==> src/hdl/stc_pkg.sv <==
package stc_pkg;

    // token kinds
    localparam logic [4:0] KIND_IDENT    = 5'd0;
    localparam logic [4:0] KIND_NUMBER   = 5'd1;
    localparam logic [4:0] KIND_EQ_GT    = 5'd2;
    localparam logic [4:0] KIND_EQ_PLUS  = 5'd3;
    localparam logic [4:0] KIND_EQ_MINUS = 5'd4;
    localparam logic [4:0] KIND_EQ_STAR  = 5'd5;
    localparam logic [4:0] KIND_EQ_SLASH = 5'd6;
    localparam logic [4:0] KIND_EQ_PCT   = 5'd7;
    localparam logic [4:0] KIND_EQ_EQ    = 5'd8;
    localparam logic [4:0] KIND_EQUAL    = 5'd9;
    localparam logic [4:0] KIND_LPAREN   = 5'd10;
    localparam logic [4:0] KIND_RPAREN   = 5'd11;
    localparam logic [4:0] KIND_LBRACE   = 5'd12;
    localparam logic [4:0] KIND_RBRACE   = 5'd13;
    localparam logic [4:0] KIND_COLON    = 5'd14;
    localparam logic [4:0] KIND_COMMA    = 5'd15;
    localparam logic [4:0] KIND_PLUS     = 5'd16;
    localparam logic [4:0] KIND_STAR     = 5'd17;
    localparam logic [4:0] KIND_EOF      = 5'd18;
    localparam logic [4:0] KIND_ERROR    = 5'd19;
    localparam logic [4:0] KIND_NONE     = 5'd0;

    // characters
    localparam logic [7:0] CH_NUL = 8'h00;
    localparam logic [7:0] CH_TAB = 8'h09;
    localparam logic [7:0] CH_LF  = 8'h0a;
    localparam logic [7:0] CH_CR  = 8'h0d;
    localparam logic [7:0] CH_SP  = 8'h20;
    localparam logic [7:0] CH_EQ  = 8'h3d;

    // result queue
    localparam int FIFO_DEPTH = 4;
    localparam int PTR_W      = $clog2(FIFO_DEPTH);
    localparam int CNT_W      = $clog2(FIFO_DEPTH + 1);

    typedef struct packed {
        logic [4:0] kind;
        logic [7:0] ch;
        logic       first;
        logic       last;
    } token_t;

    // words produced by one classifier step
    typedef struct packed {
        logic [1:0] count;
        token_t     tok0;
        token_t     tok1;
    } push_t;

    function automatic logic is_ident(input logic [7:0] c);
        return (c >= 8'h61 && c <= 8'h7a) || (c >= 8'h41 && c <= 8'h5a) ||
               c == 8'h5f || c == 8'h26 || c == 8'h24;
    endfunction

    function automatic logic is_digit(input logic [7:0] c);
        return c >= 8'h30 && c <= 8'h39;
    endfunction

    function automatic logic is_space(input logic [7:0] c);
        return c == CH_CR || c == CH_LF || c == CH_SP || c == CH_TAB;
    endfunction

    // kind of '=' followed by c, KIND_NONE when no pair
    function automatic logic [4:0] pair_kind(input logic [7:0] c);
        logic [4:0] k;
        case (c)
            8'h3e:   k = KIND_EQ_GT;
            8'h2b:   k = KIND_EQ_PLUS;
            8'h2d:   k = KIND_EQ_MINUS;
            8'h2a:   k = KIND_EQ_STAR;
            8'h2f:   k = KIND_EQ_SLASH;
            8'h25:   k = KIND_EQ_PCT;
            8'h3d:   k = KIND_EQ_EQ;
            default: k = KIND_NONE;
        endcase
        return k;
    endfunction

    // kind of single punctuation, KIND_NONE when not punctuation
    function automatic logic [4:0] punct_kind(input logic [7:0] c);
        logic [4:0] k;
        case (c)
            8'h28:   k = KIND_LPAREN;
            8'h29:   k = KIND_RPAREN;
            8'h7b:   k = KIND_LBRACE;
            8'h7d:   k = KIND_RBRACE;
            8'h3a:   k = KIND_COLON;
            8'h2c:   k = KIND_COMMA;
            8'h2b:   k = KIND_PLUS;
            8'h2a:   k = KIND_STAR;
            default: k = KIND_NONE;
        endcase
        return k;
    endfunction

endpackage

==> src/hdl/script_token_classifier_unit.sv <==
// a token byte is held back until the next byte is classified, so its last
// flag is exact; throughput: one byte per cycle while the queue has two
// free slots; a NUL or bad byte that closes a held token makes two words,
// drained by the 4-entry result queue at one word per cycle unless stalled
// reset: asynchronous active low, clears held token, halt flag and queue
module script_token_classifier_unit (
    input  logic       clk,
    input  logic       rst_n,
    // input byte channel
    input  logic       char_valid,
    output logic       char_stall,
    input  logic [7:0] in_char,
    // token word channel
    output logic       token_valid,
    input  logic       token_stall,
    output logic [4:0] token_kind,
    output logic [7:0] token_char,
    output logic       token_first,
    output logic       token_last
);
    import stc_pkg::*;

    logic             in_valid_reg, in_valid_next;
    logic [7:0]       in_char_reg, in_char_next;
    logic             accept;
    logic             step;
    logic             pop;
    logic             not_empty;
    logic [CNT_W-1:0] level;
    logic [CNT_W-1:0] level_after_pop;
    push_t            push;
    token_t           head;

    // a step may push two words, so require two free slots after this pop
    always_comb
    begin
        pop             = not_empty && !token_stall;
        level_after_pop = level - CNT_W'(pop);
        step            = in_valid_reg &&
                          (level_after_pop <= CNT_W'(FIFO_DEPTH - 2));
        char_stall      = in_valid_reg && !step;
        accept          = char_valid && !char_stall;

        in_char_next  = accept ? in_char : in_char_reg;
        if (accept)
        begin
            in_valid_next = 1'b1;
        end
        else if (step)
        begin
            in_valid_next = 1'b0;
        end
        else
        begin
            in_valid_next = in_valid_reg;
        end
    end

    // input register
    always_ff @(posedge clk or negedge rst_n)
    begin
        if (!rst_n)
        begin
            in_valid_reg <= 1'b0;
        end
        else
        begin
            in_valid_reg <= in_valid_next;
        end
    end

    always_ff @(posedge clk)
    begin
        in_char_reg <= in_char_next;
    end

    // classifier with the held token and halt flag
    stc_core u_core (
        .clk   (clk),
        .rst_n (rst_n),
        .step  (step),
        .c     (in_char_reg),
        .push  (push)
    );

    // result queue, also the output register
    stc_out_fifo u_fifo (
        .clk       (clk),
        .rst_n     (rst_n),
        .push      (push),
        .pop       (pop),
        .not_empty (not_empty),
        .level     (level),
        .head      (head)
    );

    assign token_valid = not_empty;
    assign token_kind  = head.kind;
    assign token_char  = head.ch;
    assign token_first = head.first;
    assign token_last  = head.last;

endmodule

==> src/hdl/stc_core.sv <==
module stc_core (
    input  logic           clk,
    input  logic           rst_n,
    input  logic           step,
    input  logic [7:0]     c,
    output stc_pkg::push_t push
);
    import stc_pkg::*;

    logic [7:0] held_char_reg, held_char_next;
    logic [4:0] held_kind_reg, held_kind_next;
    logic       held_first_reg, held_first_next;
    logic       held_valid_reg, held_valid_next;
    logic       held_closed_reg, held_closed_next;
    logic       halted_reg, halted_next;

    logic [4:0] pk;
    logic [4:0] uk;
    logic       open_held;
    logic       new_out;
    token_t     flush_tok;
    token_t     new_tok;

    always_comb
    begin
        pk = pair_kind(c);
        uk = punct_kind(c);
        open_held = held_valid_reg && !held_closed_reg;

        held_char_next   = held_char_reg;
        held_kind_next   = held_kind_reg;
        held_first_next  = held_first_reg;
        held_valid_next  = held_valid_reg;
        held_closed_next = held_closed_reg;
        halted_next      = halted_reg;

        flush_tok = '{kind: held_kind_reg, ch: held_char_reg,
                      first: held_first_reg, last: 1'b1};
        new_tok   = '{kind: KIND_EOF, ch: CH_NUL, first: 1'b1, last: 1'b1};
        new_out   = 1'b0;
        push      = '0;

        if (halted_reg)
        begin
            push.count = 2'd0;
        end
        else if (open_held && held_kind_reg == KIND_EQUAL && pk != KIND_NONE)
        begin
            // operator pair: report '=' with pair kind, hold second byte closed
            push.count = 2'd1;
            push.tok0  = '{kind: pk, ch: held_char_reg,
                           first: held_first_reg, last: 1'b0};
            held_char_next   = c;
            held_kind_next   = pk;
            held_first_next  = 1'b0;
            held_closed_next = 1'b1;
        end
        else if (open_held && ((held_kind_reg == KIND_IDENT && is_ident(c)) ||
                               (held_kind_reg == KIND_NUMBER && is_digit(c))))
        begin
            // run continues
            push.count = 2'd1;
            push.tok0  = '{kind: held_kind_reg, ch: held_char_reg,
                           first: held_first_reg, last: 1'b0};
            held_char_next   = c;
            held_first_next  = 1'b0;
            held_closed_next = 1'b0;
        end
        else
        begin
            // held token ends here
            held_valid_next  = 1'b0;
            held_closed_next = 1'b0;

            if (is_space(c))
            begin
                new_out = 1'b0;
            end
            else if (c == CH_NUL)
            begin
                new_out = 1'b1;
            end
            else if (is_ident(c) || is_digit(c) || c == CH_EQ || uk != KIND_NONE)
            begin
                held_char_next   = c;
                held_first_next  = 1'b1;
                held_valid_next  = 1'b1;
                if (is_ident(c))
                begin
                    held_kind_next   = KIND_IDENT;
                    held_closed_next = 1'b0;
                end
                else if (is_digit(c))
                begin
                    held_kind_next   = KIND_NUMBER;
                    held_closed_next = 1'b0;
                end
                else if (c == CH_EQ)
                begin
                    held_kind_next   = KIND_EQUAL;
                    held_closed_next = 1'b0;
                end
                else
                begin
                    held_kind_next   = uk;
                    held_closed_next = 1'b1;
                end
            end
            else
            begin
                new_out     = 1'b1;
                new_tok     = '{kind: KIND_ERROR, ch: c, first: 1'b1, last: 1'b1};
                halted_next = 1'b1;
            end

            if (held_valid_reg)
            begin
                push.tok0  = flush_tok;
                push.tok1  = new_tok;
                push.count = new_out ? 2'd2 : 2'd1;
            end
            else
            begin
                push.tok0  = new_tok;
                push.count = new_out ? 2'd1 : 2'd0;
            end
        end

        if (!step)
        begin
            push.count = 2'd0;
        end
    end

    always_ff @(posedge clk or negedge rst_n)
    begin
        if (!rst_n)
        begin
            held_char_reg   <= '0;
            held_kind_reg   <= '0;
            held_first_reg  <= 1'b0;
            held_valid_reg  <= 1'b0;
            held_closed_reg <= 1'b0;
            halted_reg      <= 1'b0;
        end
        else if (step)
        begin
            held_char_reg   <= held_char_next;
            held_kind_reg   <= held_kind_next;
            held_first_reg  <= held_first_next;
            held_valid_reg  <= held_valid_next;
            held_closed_reg <= held_closed_next;
            halted_reg      <= halted_next;
        end
    end

endmodule

==> src/hdl/stc_out_fifo.sv <==
module stc_out_fifo (
    input  logic                      clk,
    input  logic                      rst_n,
    input  stc_pkg::push_t            push,
    input  logic                      pop,
    output logic                      not_empty,
    output logic [stc_pkg::CNT_W-1:0] level,
    output stc_pkg::token_t           head
);
    import stc_pkg::*;

    token_t             mem_reg [FIFO_DEPTH];
    logic [PTR_W-1:0]   wp_reg, wp_next;
    logic [PTR_W-1:0]   rp_reg, rp_next;
    logic [CNT_W-1:0]   cnt_reg, cnt_next;
    logic [PTR_W-1:0]   wp_plus1;

    always_comb
    begin
        wp_plus1  = wp_reg + PTR_W'(1);
        wp_next   = wp_reg + PTR_W'(push.count);
        rp_next   = pop ? rp_reg + PTR_W'(1) : rp_reg;
        cnt_next  = cnt_reg + CNT_W'(push.count) - CNT_W'(pop);
        not_empty = cnt_reg != '0;
        level     = cnt_reg;
        head      = mem_reg[rp_reg];
    end

    always_ff @(posedge clk)
    begin
        if (push.count != 2'd0)
        begin
            mem_reg[wp_reg] <= push.tok0;
        end
        if (push.count == 2'd2)
        begin
            mem_reg[wp_plus1] <= push.tok1;
        end
    end

    always_ff @(posedge clk or negedge rst_n)
    begin
        if (!rst_n)
        begin
            wp_reg  <= '0;
            rp_reg  <= '0;
            cnt_reg <= '0;
        end
        else
        begin
            wp_reg  <= wp_next;
            rp_reg  <= rp_next;
            cnt_reg <= cnt_next;
        end
    end

endmodule
==> config.mk <==
export PLATFORM = sky130hd
export DESIGN_NAME = script_token_classifier_unit
export DESIGN_NICKNAME = d
export VERILOG_FILES = /design/src/hdl/stc_pkg.sv /design/src/hdl/script_token_classifier_unit.sv /design/src/hdl/stc_core.sv /design/src/hdl/stc_out_fifo.sv
export SDC_FILE = /design/constraint.sdc
export NUM_CORES = 1
export LEC_CHECK = 0
export ABC_AREA = 1
export BUFFER_PORTS_ARGS = -buffer_cell sky130_fd_sc_hd__buf_2
export CAP_MARGIN = 20
export CORE_ASPECT_RATIO = 1.25
export CORE_MARGIN = 1
export CORE_UTILIZATION = 61
export CTS_BUF_LIST = sky130_fd_sc_hd__clkbuf_16
export DETAILED_ROUTE_END_ITERATION = 10
export GPL_TIMING_DRIVEN = 0
export PLACE_DENSITY = 0.85
export SYNTH_ARGS = -nofsm -noshare
export SYNTH_HDL_FRONTEND = slang
export SYNTH_SLANG_ARGS = --single-unit
==> constraint.sdc <==
create_clock -name clk -period 4.2 [get_ports clk]
set_input_delay 0.63 -clock clk [delete_from_list [all_inputs] [get_ports clk]]
set_output_delay 0.63 -clock clk [all_outputs]
set_load 0.05 [all_outputs]
==> results of run 1 <==
## power by group
| part | total (mW) | switching, mW | internal (mW) |
|---|---|---|---|
| clock | 0.866 | 0.347 | 0.519 |
| sequential | 1.10 | 0.0685 | 1.03 |
| combinational | 1.08 | 0.833 | 0.247 |
## cells by family after synthesis
logic type	synth area share [%]
adders and majority gates	1.883
xor gates and xnor gates	0.8676
AOI/OAI and AO/OA	8.526
and+or+nand+nor	31.52
DFF	51.25
buffers and inverters	5.948
## routing by layer
layer / vias up / GRT usage [%]
li1: 2135 / -
met1: 2102 / 34.34
met2: 279 / 53.04
met3: 65 / 5.578
met4: 0 / 20.44
met5: - / 0
## path summary, 6_finish.rpt
kind | startpoint | end | slack [ns] | depth (start not counted)
worst max-delay path | in_char_reg[2]$_DFFE_PP_ | u_fifo.mem_reg[0][6]$_DFFE_PP_ | 0.70 | 17
worst min-delay path | rst_n | u_core.held_kind_reg[1]$_DFFE_PN0P_ | 0.29 | 1
worst max register to register | in_char_reg[2]$_DFFE_PP_ | u_fifo.mem_reg[0][6]$_DFFE_PP_ | 0.70 | 17
worst min register to register | u_fifo.mem_reg[3][13]$_SDFFE_PP0N_ | u_fifo.mem_reg[3][13]$_SDFFE_PP0N_ | 0.47 | 2
max in group asynchronous | rst_n | u_core.held_char_reg[6]$_DFFE_PN0P_ | 3.49 | 1
min in group clk | in_char[4] | in_char_reg[4]$_DFFE_PP_ | 0.46 | 1
## cell usage in the layout, fill, tap and decap left out, types with 6 or more instances in the layout
master,n
edfxtp_1,60
inv_2,10
nand3_1,30
ha_1,6
o22ai_1,15
nand2_1,243
nand2_2,9
nor2_1,70
buf_2,30
o21ai_1,7
a21oi_1,6
clkbuf_16,9
dfxtp_1,8
inv_1,41
dfrtp_1,25
clkbuf_1,9
o21ai_0,47
## metrics by stage
step	cell area, µm²	power, mW	hold WS (ns)
finish	5619	3.046	0.2928
global route	5619	3.177	0.3415
CTS	5619	3.046	0.3126
detailed placement	5308	2.187	0.4562
global placement	5308	2.158	0.4515
floorplan	5049	1.900	0.3344
## layout make-up
type	count	area (µm²)	share of cell area, %
inverter	55	211.5	3.763
tap	95	118.9	2.115
sequential	93	2587	46.05
buffer	15	88.84	1.581
multi-input combinational	468	2161	38.45
clock buffer	9	225.2	4.008
timing repair buffer	28	140.1	2.494
clock inverter	6	86.33	1.536
==> metrics.txt, run 1 <==
number of remaining DRC errors=0; synthesized flop and latch total=93; Yosys top cell by area=edfxtp_1; Unique masters post-synth=34; # hold bufs at CTS=0; CTS clk-pin slew, worst paths=0.07 ns; I/O pin count=29; Syn. warnings=0; top cell type's share of synthesized area=35.69%; CTS tree=built; gp weighted congestion=1.016; CTS max path bufs=2; Area Growth Syn to Fin=11.30%; initial drt markers=378; RSZ-0062 raised after global routing=false; peak supply drop=0.0004328 V; synth top area cells=edfxtp_1 (36%), nand2_1 (18%), dfrtp_1 (12%); Core Util, Final=70.88%; syn_nets=650; Num CTS Buffers=9; die area=8647 µm²; Die H=103.7 µm; CP required=4.18 ns; Slowest-stage cell, CP=nand2_1; non-filler cells, final=769; status=finished clean; CP Max Fanout=13; uppermost layer routed=met4; Slew @ Worst Pin=0.7059 ns; setup TNS=0 ns; Routed Wire Length=12650 µm; via count of the first global-routing pass=4357; PostCTS Resize Cnt=0; Critical Path Max Stage Delay=0.53 ns; Setup WS post-layout=0.7036 ns; Worst EP arrival=3.48 ns; Clk Latency, worst-skew pair=0.35 ns; FP Rows=36; Antenna Cells=0; post-route ant nets=0; WP buf/inv=3; Post-Syn Area=5049 µm²; fin crit period=3.496 ns; Critical Path Most Common Cell=nand2_1; Horiz. Die Dim=83.37 µm; Met2 Wirelength=6463 µm; H-tree levels=3; largest net degree at the start of global routing=26; Critical Path, Cell by Cell=inv_2, nand2_2, nor2_1, nand2_1, o21ai_1, nor2_1, nand2_1, nor2_4, nand2_1, inv_1, ha_1, inv_1, nand3_1, nand2_1, nand2_2, nand2_2, nand2_1; count leader, synth=nand2_1; ys flop type=edfxtp_1; Post-synth EDFFs=60; via/cell ratio=5.957; Max Transition Viols Final=0; total track usage=30.70%; Worst Path Class, Setup=register to register; Syn Inst Count=631; CTS Root Cell=clkbuf_16; wire length per cell=16.46 µm; CP endpoint kind=register; core area=7928 µm²; fin crit share=83.25%; DP Worst Slack=0.5916 ns; CTS sink cnt=93; vias post-DR=4581; Max Clk Rate=0.2860 GHz; share of cells above drive strength 1=12.91%; Detail Route met3 WL=1058 µm; Port-buffer cells=28; Hold/Removal Path Class=input port to asynchronous set/reset pin; sequential area share after synthesis=51.25%; first-pass GRT wire length=20510 µm; Hold Violations, Final=0; M1 WL=4477 µm; skew final=0.007512 ns; asr flop ratio synth=26.88%; Placed Cells=754; slew margin rel.=52.82%; max reg flops=60; top cells by count, synth=nand2_1 (243), nor2_1 (70), edfxtp_1 (60); Leakage=2.527 nW; antenna violations before repair=0; post-CTS setup repair buffer count=0; synthesized area per cell=8.001 µm²; Initial Utilization=63.68%; final setup fails=0; max_cap viols=0; critical path's top delay family=simple AND/OR/NAND/NOR gates; fillers=606; DRT Pass-1 Iters=5; HPWL Detailed=8938 µm; PwrDens=542.0 nW/µm²; startpoint types=register; nets=689; total gr overflow=0
No activity file was read; power rests on OpenSTA's default activity.
==> run 2, diff against run 1 <==
Settings changed: CORE_UTILIZATION 61 to 55, PLACE_DENSITY 0.85 to 0.81.
Clock period 4.2 ns to 2.95 ns, I/O delays scaled along.
==> run 2 against run 1 <==
Effect of this change:
- the flow now finishes with violations (negative setup slack)
- non-clock buffer count rose by 41
- setup slack got worse by 0.74 ns
- first-iteration DRC count rose by 47%
- via count rose by 6.2%
- clock skew fell by 0.00063 ns
- routed wire length rose by 15%
- critical path depth rose by 3
- combinational power rose by 81%
- flip-flop and latch count did not move
- sequential share of layout area fell by 4.5 points
- global-route usage fell by 0.83 points
- register-to-register slack got worse by 0.74 ns
- largest power group is now combinational cells
- highest routed layer unchanged
==> metrics.txt, run 2 (synthesis results as in run 1) <==
status=complete, but fails checks; failing checks=negative setup slack; Placed Cells=779; Slowest-stage cell, CP=edfxtp_1; Seq. cell area=2587 µm²; final setup fails=40; die area=9569 µm²; Comb pwr share=41.9%; Critical Path, Cell by Cell=buf_4, nand2_2, nor2_2, nand2_2, nand2_4, nor2_4, nand2_2, nor2_4, nand2_4, inv_2, ha_4, inv_2, nand3_1, nand2_2, nand2_2, nand2_4, clkinv_2, buf_6, nand2_1, nand2_1; CTS tree=built; initial drt markers=554; Seq pwr share=33.5%; PwrDens=750.9 nW/µm²; antenna violations before repair=0; Leakage=2.794 nW; Switch Pwr=1.973 mW; non-filler cells, final=837; CTS clk-pin slew, worst paths=0.07 ns; total gr overflow=0; RSZ-0062 raised after global routing=true; DP Worst Slack=-0.5296 ns; Slew @ Worst Pin=0.7401 ns; FP Rows=38; first-pass GRT wire length=21180 µm; Critical Path Max Stage Delay=0.51 ns; wire length per cell=17.40 µm; worst hold slack=0.1010 ns; CP endpoint kind=register; CP required=3.04 ns; fin crit share=101.3%; vias post-DR=4865; CTS sink cnt=93; CTS max path bufs=2; Max Clk Rate=0.3346 GHz; DRT Pass-1 Iters=7; Hold/Removal Path Class=input port to asynchronous set/reset pin; commonest cells after routing, fill and taps aside=nand2_1 (225), nor2_1 (60), edfxtp_1 (60), o21ai_0 (46), buf_4 (40); Initial Utilization=57.40%; Port-buffer cells=28; multi-input logic area=2440 µm²; Routed Wire Length=14560 µm; HPWL Detailed=9077 µm; Clk network pwr share=24.6%; CP Max Fanout=10; slew margin rel.=50.24%; Setup WS post-layout=-0.03843 ns; slack of the worst reg-to-reg path=-0.04 ns; skew final=0.006885 ns; core area=8796 µm²; max reg flops=60; max_cap viols=0; post-route ant nets=0; Int Power=2.707 mW; fin crit period=2.988 ns; Hold Violations, Final=0; gp weighted congestion=0.9514; Die H=109.1 µm; fillers=612; Antenna Cells=0; CTS Root Cell=clkbuf_16; number of remaining DRC errors=0; H-tree levels=3; Num CTS Buffers=9; Worst EP arrival=3.08 ns; peak supply drop=0.0005839 V; startpoint types=register; via count of the first global-routing pass=4637; Max Transition Viols Final=0; Sw Ratio=42.16%; Horiz. Die Dim=87.70 µm; via/cell ratio=5.812; setup TNS=-0.5634 ns; total track usage=29.87%; share of cells above drive strength 1=25.10%; total power=4.680 mW; Critical Path Most Common Cell=nand2_2; nets=731; Clk Latency, worst-skew pair=0.35 ns; I/O pin count=29; Worst Path Class, Setup=register to register; commonest non-fill, non-tap cell in the layout=nand2_1; largest net degree at the start of global routing=26; Area Growth Syn to Fin=23.47%
==> run 2: layer usage <==
layer,track usage [%],vias to the layer above,share of wire [%]
li1,-,2226,-
met1,31.85,2257,36
met2,55.36,315,52
met3,4.012,67,7.7
met4,17.92,0,4.2
met5,0,-,0
==> run 2: worst paths after layout <==
| path | from | end | cells after the start |
|---|---|---|---|
| max | in_char_reg[0]$_DFFE_PP_ | u_fifo.mem_reg[1][14]$_DFFE_PP_ | 20 |
| min | rst_n | in_valid_reg$_DFFE_PN0P_ | 1 |
| max reg2reg | in_char_reg[0]$_DFFE_PP_ | u_fifo.mem_reg[1][14]$_DFFE_PP_ | 20 |
| min reg2reg | u_fifo.mem_reg[2][13]$_SDFFE_PP0N_ | u_fifo.mem_reg[2][13]$_SDFFE_PP0N_ | 2 |
| max in group asynchronous | rst_n | u_core.held_char_reg[4]$_DFFE_PN0P_ | 1 |
| min in group clk | in_char[3] | in_char_reg[3]$_DFFE_PP_ | 1 |
==> run 2: what timing repair did <==
item,in CTS,in global routing
cloned,0,1
endpoints found under the setup margin,107,106
buffers inserted,25,16
pin swaps,15,21
hold buffers,0,0
gates resized for setup,45,36
==> run 2: power by group through the flow <==
| stage | Clock [mW] | Sequential, mW | Combinational (mW) |
|---|---|---|---|
| 2_1_floorplan | 0 | 1.56 | 1.15 |
| 3_3_place_gp | 0 | 1.58 | 1.50 |
| 4_1_cts | 1.14 | 1.56 | 1.76 |
| 5_1_grt | 1.20 | 1.58 | 2.08 |
| 3_5_place_dp | 0 | 1.59 | 1.54 |
| 6_report | 1.15 | 1.57 | 1.96 |
==> run 2: worst max-delay path: cells and delay by family (launching register included) <==
kind / cells / cell delay (ns)
AND/OR/NAND/NOR: 14 / 1.41
buffers and inverters: 5 / 0.62
flip-flops: 1 / 0.51
adder cells (fa/ha/maj): 1 / 0.21
==> run 2: cell type report <==
type	instances	share of cell area [%]
Buffer	15	1.425
Clock buffer	9	3.613
Clock inverter	7	1.064
Inverter	55	3.593
Multi-Input combinational cell	469	39.14
Sequential cell	93	41.51
Tap cell	120	2.409
Timing Repair Buffer	69	7.246
==> run 2: per-stage QoR <==
step	instance area, µm²	utilization, %
finish	6233	70.87
detailed placement	5339	60.70
floorplan	5049	-
global route	6233	70.87
CTS	5959	67.75
global placement	5339	60.70
==> run 3, diff against run 2 <==
Settings changed: ABC_AREA 1 to default, CORE_UTILIZATION 55 to 40, HOLD_SLACK_MARGIN from default to 0.15, PLACE_DENSITY 0.81 to 0.63.
==> run 3 against run 2 <==
Effect of this change:
- the flow still finishes with violations (negative setup slack)
- global-route usage decreased by 8.4 points
- register-to-register slack lost 0.097 ns
- setup slack worse by 0.097 ns
- combinational power fell by 21%
==> metrics.txt, run 3 <==
via count of the first global-routing pass=4243; via/cell ratio=5.792; synthesized flop and latch total=93; CTS sink cnt=93; max reg flops=60; total track usage=21.49%; Worst EP arrival=3.30 ns; DRT Pass-1 Iters=5; share of cells above drive strength 1=41.74%; CTS tree=built; Slew @ Worst Pin=0.8266 ns; Port-buffer cells=28; CP endpoint kind=register; H-tree levels=3; Core Util, Final=55.01%; ys flop type=edfxtp_1; CTS max path bufs=2; CP Max Fanout=5; Area Growth Syn to Fin=33.59%; Post-Syn Area=5238 µm²; PwrDens=596.5 nW/µm²; skew final=0.006106 ns; Initial Utilization=41.18%; Antenna Cells=0; max_cap viols=0; final setup fails=81; Placed Cells=658; post-route ant nets=0; HPWL Detailed=9273 µm; Critical R2R Launch=in_char_reg[5]$_DFFE_PP_; core area=12720 µm²; Horiz. Die Dim=104.3 µm; status=complete, but fails checks; non-filler cells, final=731; number of remaining DRC errors=0; sequential area share after synthesis=49.40%; Routed Wire Length=14120 µm; top cells by count, synth=edfxtp_1 (60), nand2_1 (43), o21ai_0 (31); Unique masters post-synth=72; Leakage=2.557 nW; slew margin rel.=44.78%; CP required=3.16 ns; antenna violations before repair=0; total gr overflow=0; count leader, synth=edfxtp_1; nets=577; die area=13560 µm²; CTS Root Cell=clkbuf_16; hold_sp=in_char[6]; DP Worst Slack=-0.8701 ns; FP Rows=46; vias post-DR=4234; fin crit share=104.6%; synthesized area per cell=11.34 µm²; fin crit period=3.086 ns; commonest non-fill, non-tap cell in the layout=edfxtp_1; Hold Violations, Final=0; RSZ-0062 raised after global routing=true; Clk Latency, worst-skew pair=0.35 ns; gp weighted congestion=0.9260; Hold/Removal Path Class=input port to register; Setup WS post-layout=-0.1357 ns; Seq. cell area=2589 µm²; CTS clk-pin slew, worst paths=0.07 ns; Max Transition Viols Final=0; Yosys top cell by area=edfxtp_1; area post-placement=5789 µm²; Post-synth EDFFs=60; wire length per cell=19.31 µm; initial drt markers=293; Worst Path Class, Setup=register to register; worst hold slack=0.2686 ns; slack of the worst reg-to-reg path=-0.14 ns; fillers=1062; commonest cells after routing, fill and taps aside=edfxtp_1 (60), buf_4 (48), buf_2 (32), nand2_1 (29), dfrtp_1 (24); top cell type's share of synthesized area=34.40%; Syn Inst Count=462; largest net degree at the start of global routing=26; syn_nets=481; failing checks=negative setup slack; peak supply drop=0.0004089 V; first-pass GRT wire length=22230 µm; I/O pin count=29; Syn. warnings=0; critical path launch point=in_char_reg[5]$_DFFE_PP_; Die H=129.9 µm; Max Clk Rate=0.3241 GHz; design area=6997 µm²; startpoint types=register; multi-input logic area=3009 µm²; asr flop ratio synth=26.88%; synth top area cells=edfxtp_1 (34%), dfrtp_1 (12%), mux4_2 (6.5%); Num CTS Buffers=9
-- run 3: power by group --
part           internal (mW)  leakage, nW  switching (mW)
Combinational          0.667         1.61           0.881
Clock                  0.574        0.131           0.510
Sequential              1.47        0.816          0.0731
Total                   2.71         2.56            1.46
-- run 3: timing repair --
action / 4_1_cts / 5_1_grt
endpoints found under the setup margin: 125 / 128
hold buffers: 1 / 0
buffers inserted: 49 / 16
pin swaps: 46 / 37
hold endpoints to repair: 25 / 0
cloned: 2 / 0
gates resized for setup: 84 / 49
-- run 3: per-layer routing --
layer  up-vias  share of wire [%]  global-route usage [%]
met5         -                  0                       0
met2       155                 52                   39.46
li1       1960                  -                       -
met1      2077                 39                   24.75
met4         0                3.5                   9.076
met3        42                4.7                   3.796
-- run 3: kinds of logic (layout without fill, tap and decap cells) --
logic type / count (synthesis) / count (layout) / share of synthesized area (%)
fa+ha+maj: 7 / 7 / 1.816
buf+inv: 52 / 151 / 4.157
compound gates: 132 / 132 / 19.64
xor+xnor: 9 / 9 / 1.505
simple gates: 140 / 142 / 14.17
flops: 93 / 93 / 49.40
mux: 29 / 29 / 9.317
-- run 3: metrics by stage --
stage	TNS (ns)	power (mW)
2_1_floorplan	-2.189	2.524
3_3_place_gp	-69.10	2.800
3_5_place_dp	-77.55	2.815
4_1_cts	-5.025	4.142
5_1_grt	-15.75	4.382
6_report	-6.710	4.174
-- run 3: path summary, 6_finish.rpt --
check                      cells past startpoint                                  end
min reg2reg                                    1  u_core.held_kind_reg[1]$_DFFE_PN0P_
min in group asynchronous                      2         u_fifo.rp_reg[1]$_DFFE_PN0P_
max                                           12       u_fifo.mem_reg[2][2]$_DFFE_PP_
max reg2reg                                   12       u_fifo.mem_reg[2][2]$_DFFE_PP_
min                                            1             in_char_reg[6]$_DFFE_PP_
max in group asynchronous                      2         u_fifo.rp_reg[0]$_DFFE_PN0P_
-- run 3: area by class of cell --
| class | count | area share, % |
|---|---|---|
| multi-input cells | 319 | 43.01 |
| plain buffers | 29 | 2.557 |
| flip-flops and latches | 93 | 37.00 |
| clock inverters | 7 | 0.7153 |
| inverters | 16 | 0.8584 |
| clock buffers | 9 | 3.219 |
| well taps | 168 | 3.004 |
| repair buffers | 90 | 9.639 |
-- run 3: worst max-delay path, cell delays in order (launching register included) --
cell and delay [ns]:
edfxtp_1 0.40, buf_6 0.14, and3b_1 0.22, nor2_1 0.05, or4b_4 0.53, nand3_4 0.12
a21oi_4 0.05, ha_4 0.32, nor2_4 0.06, or3_4 0.38, or2_4 0.29, o21bai_4 0.22
a32o_1 0.17
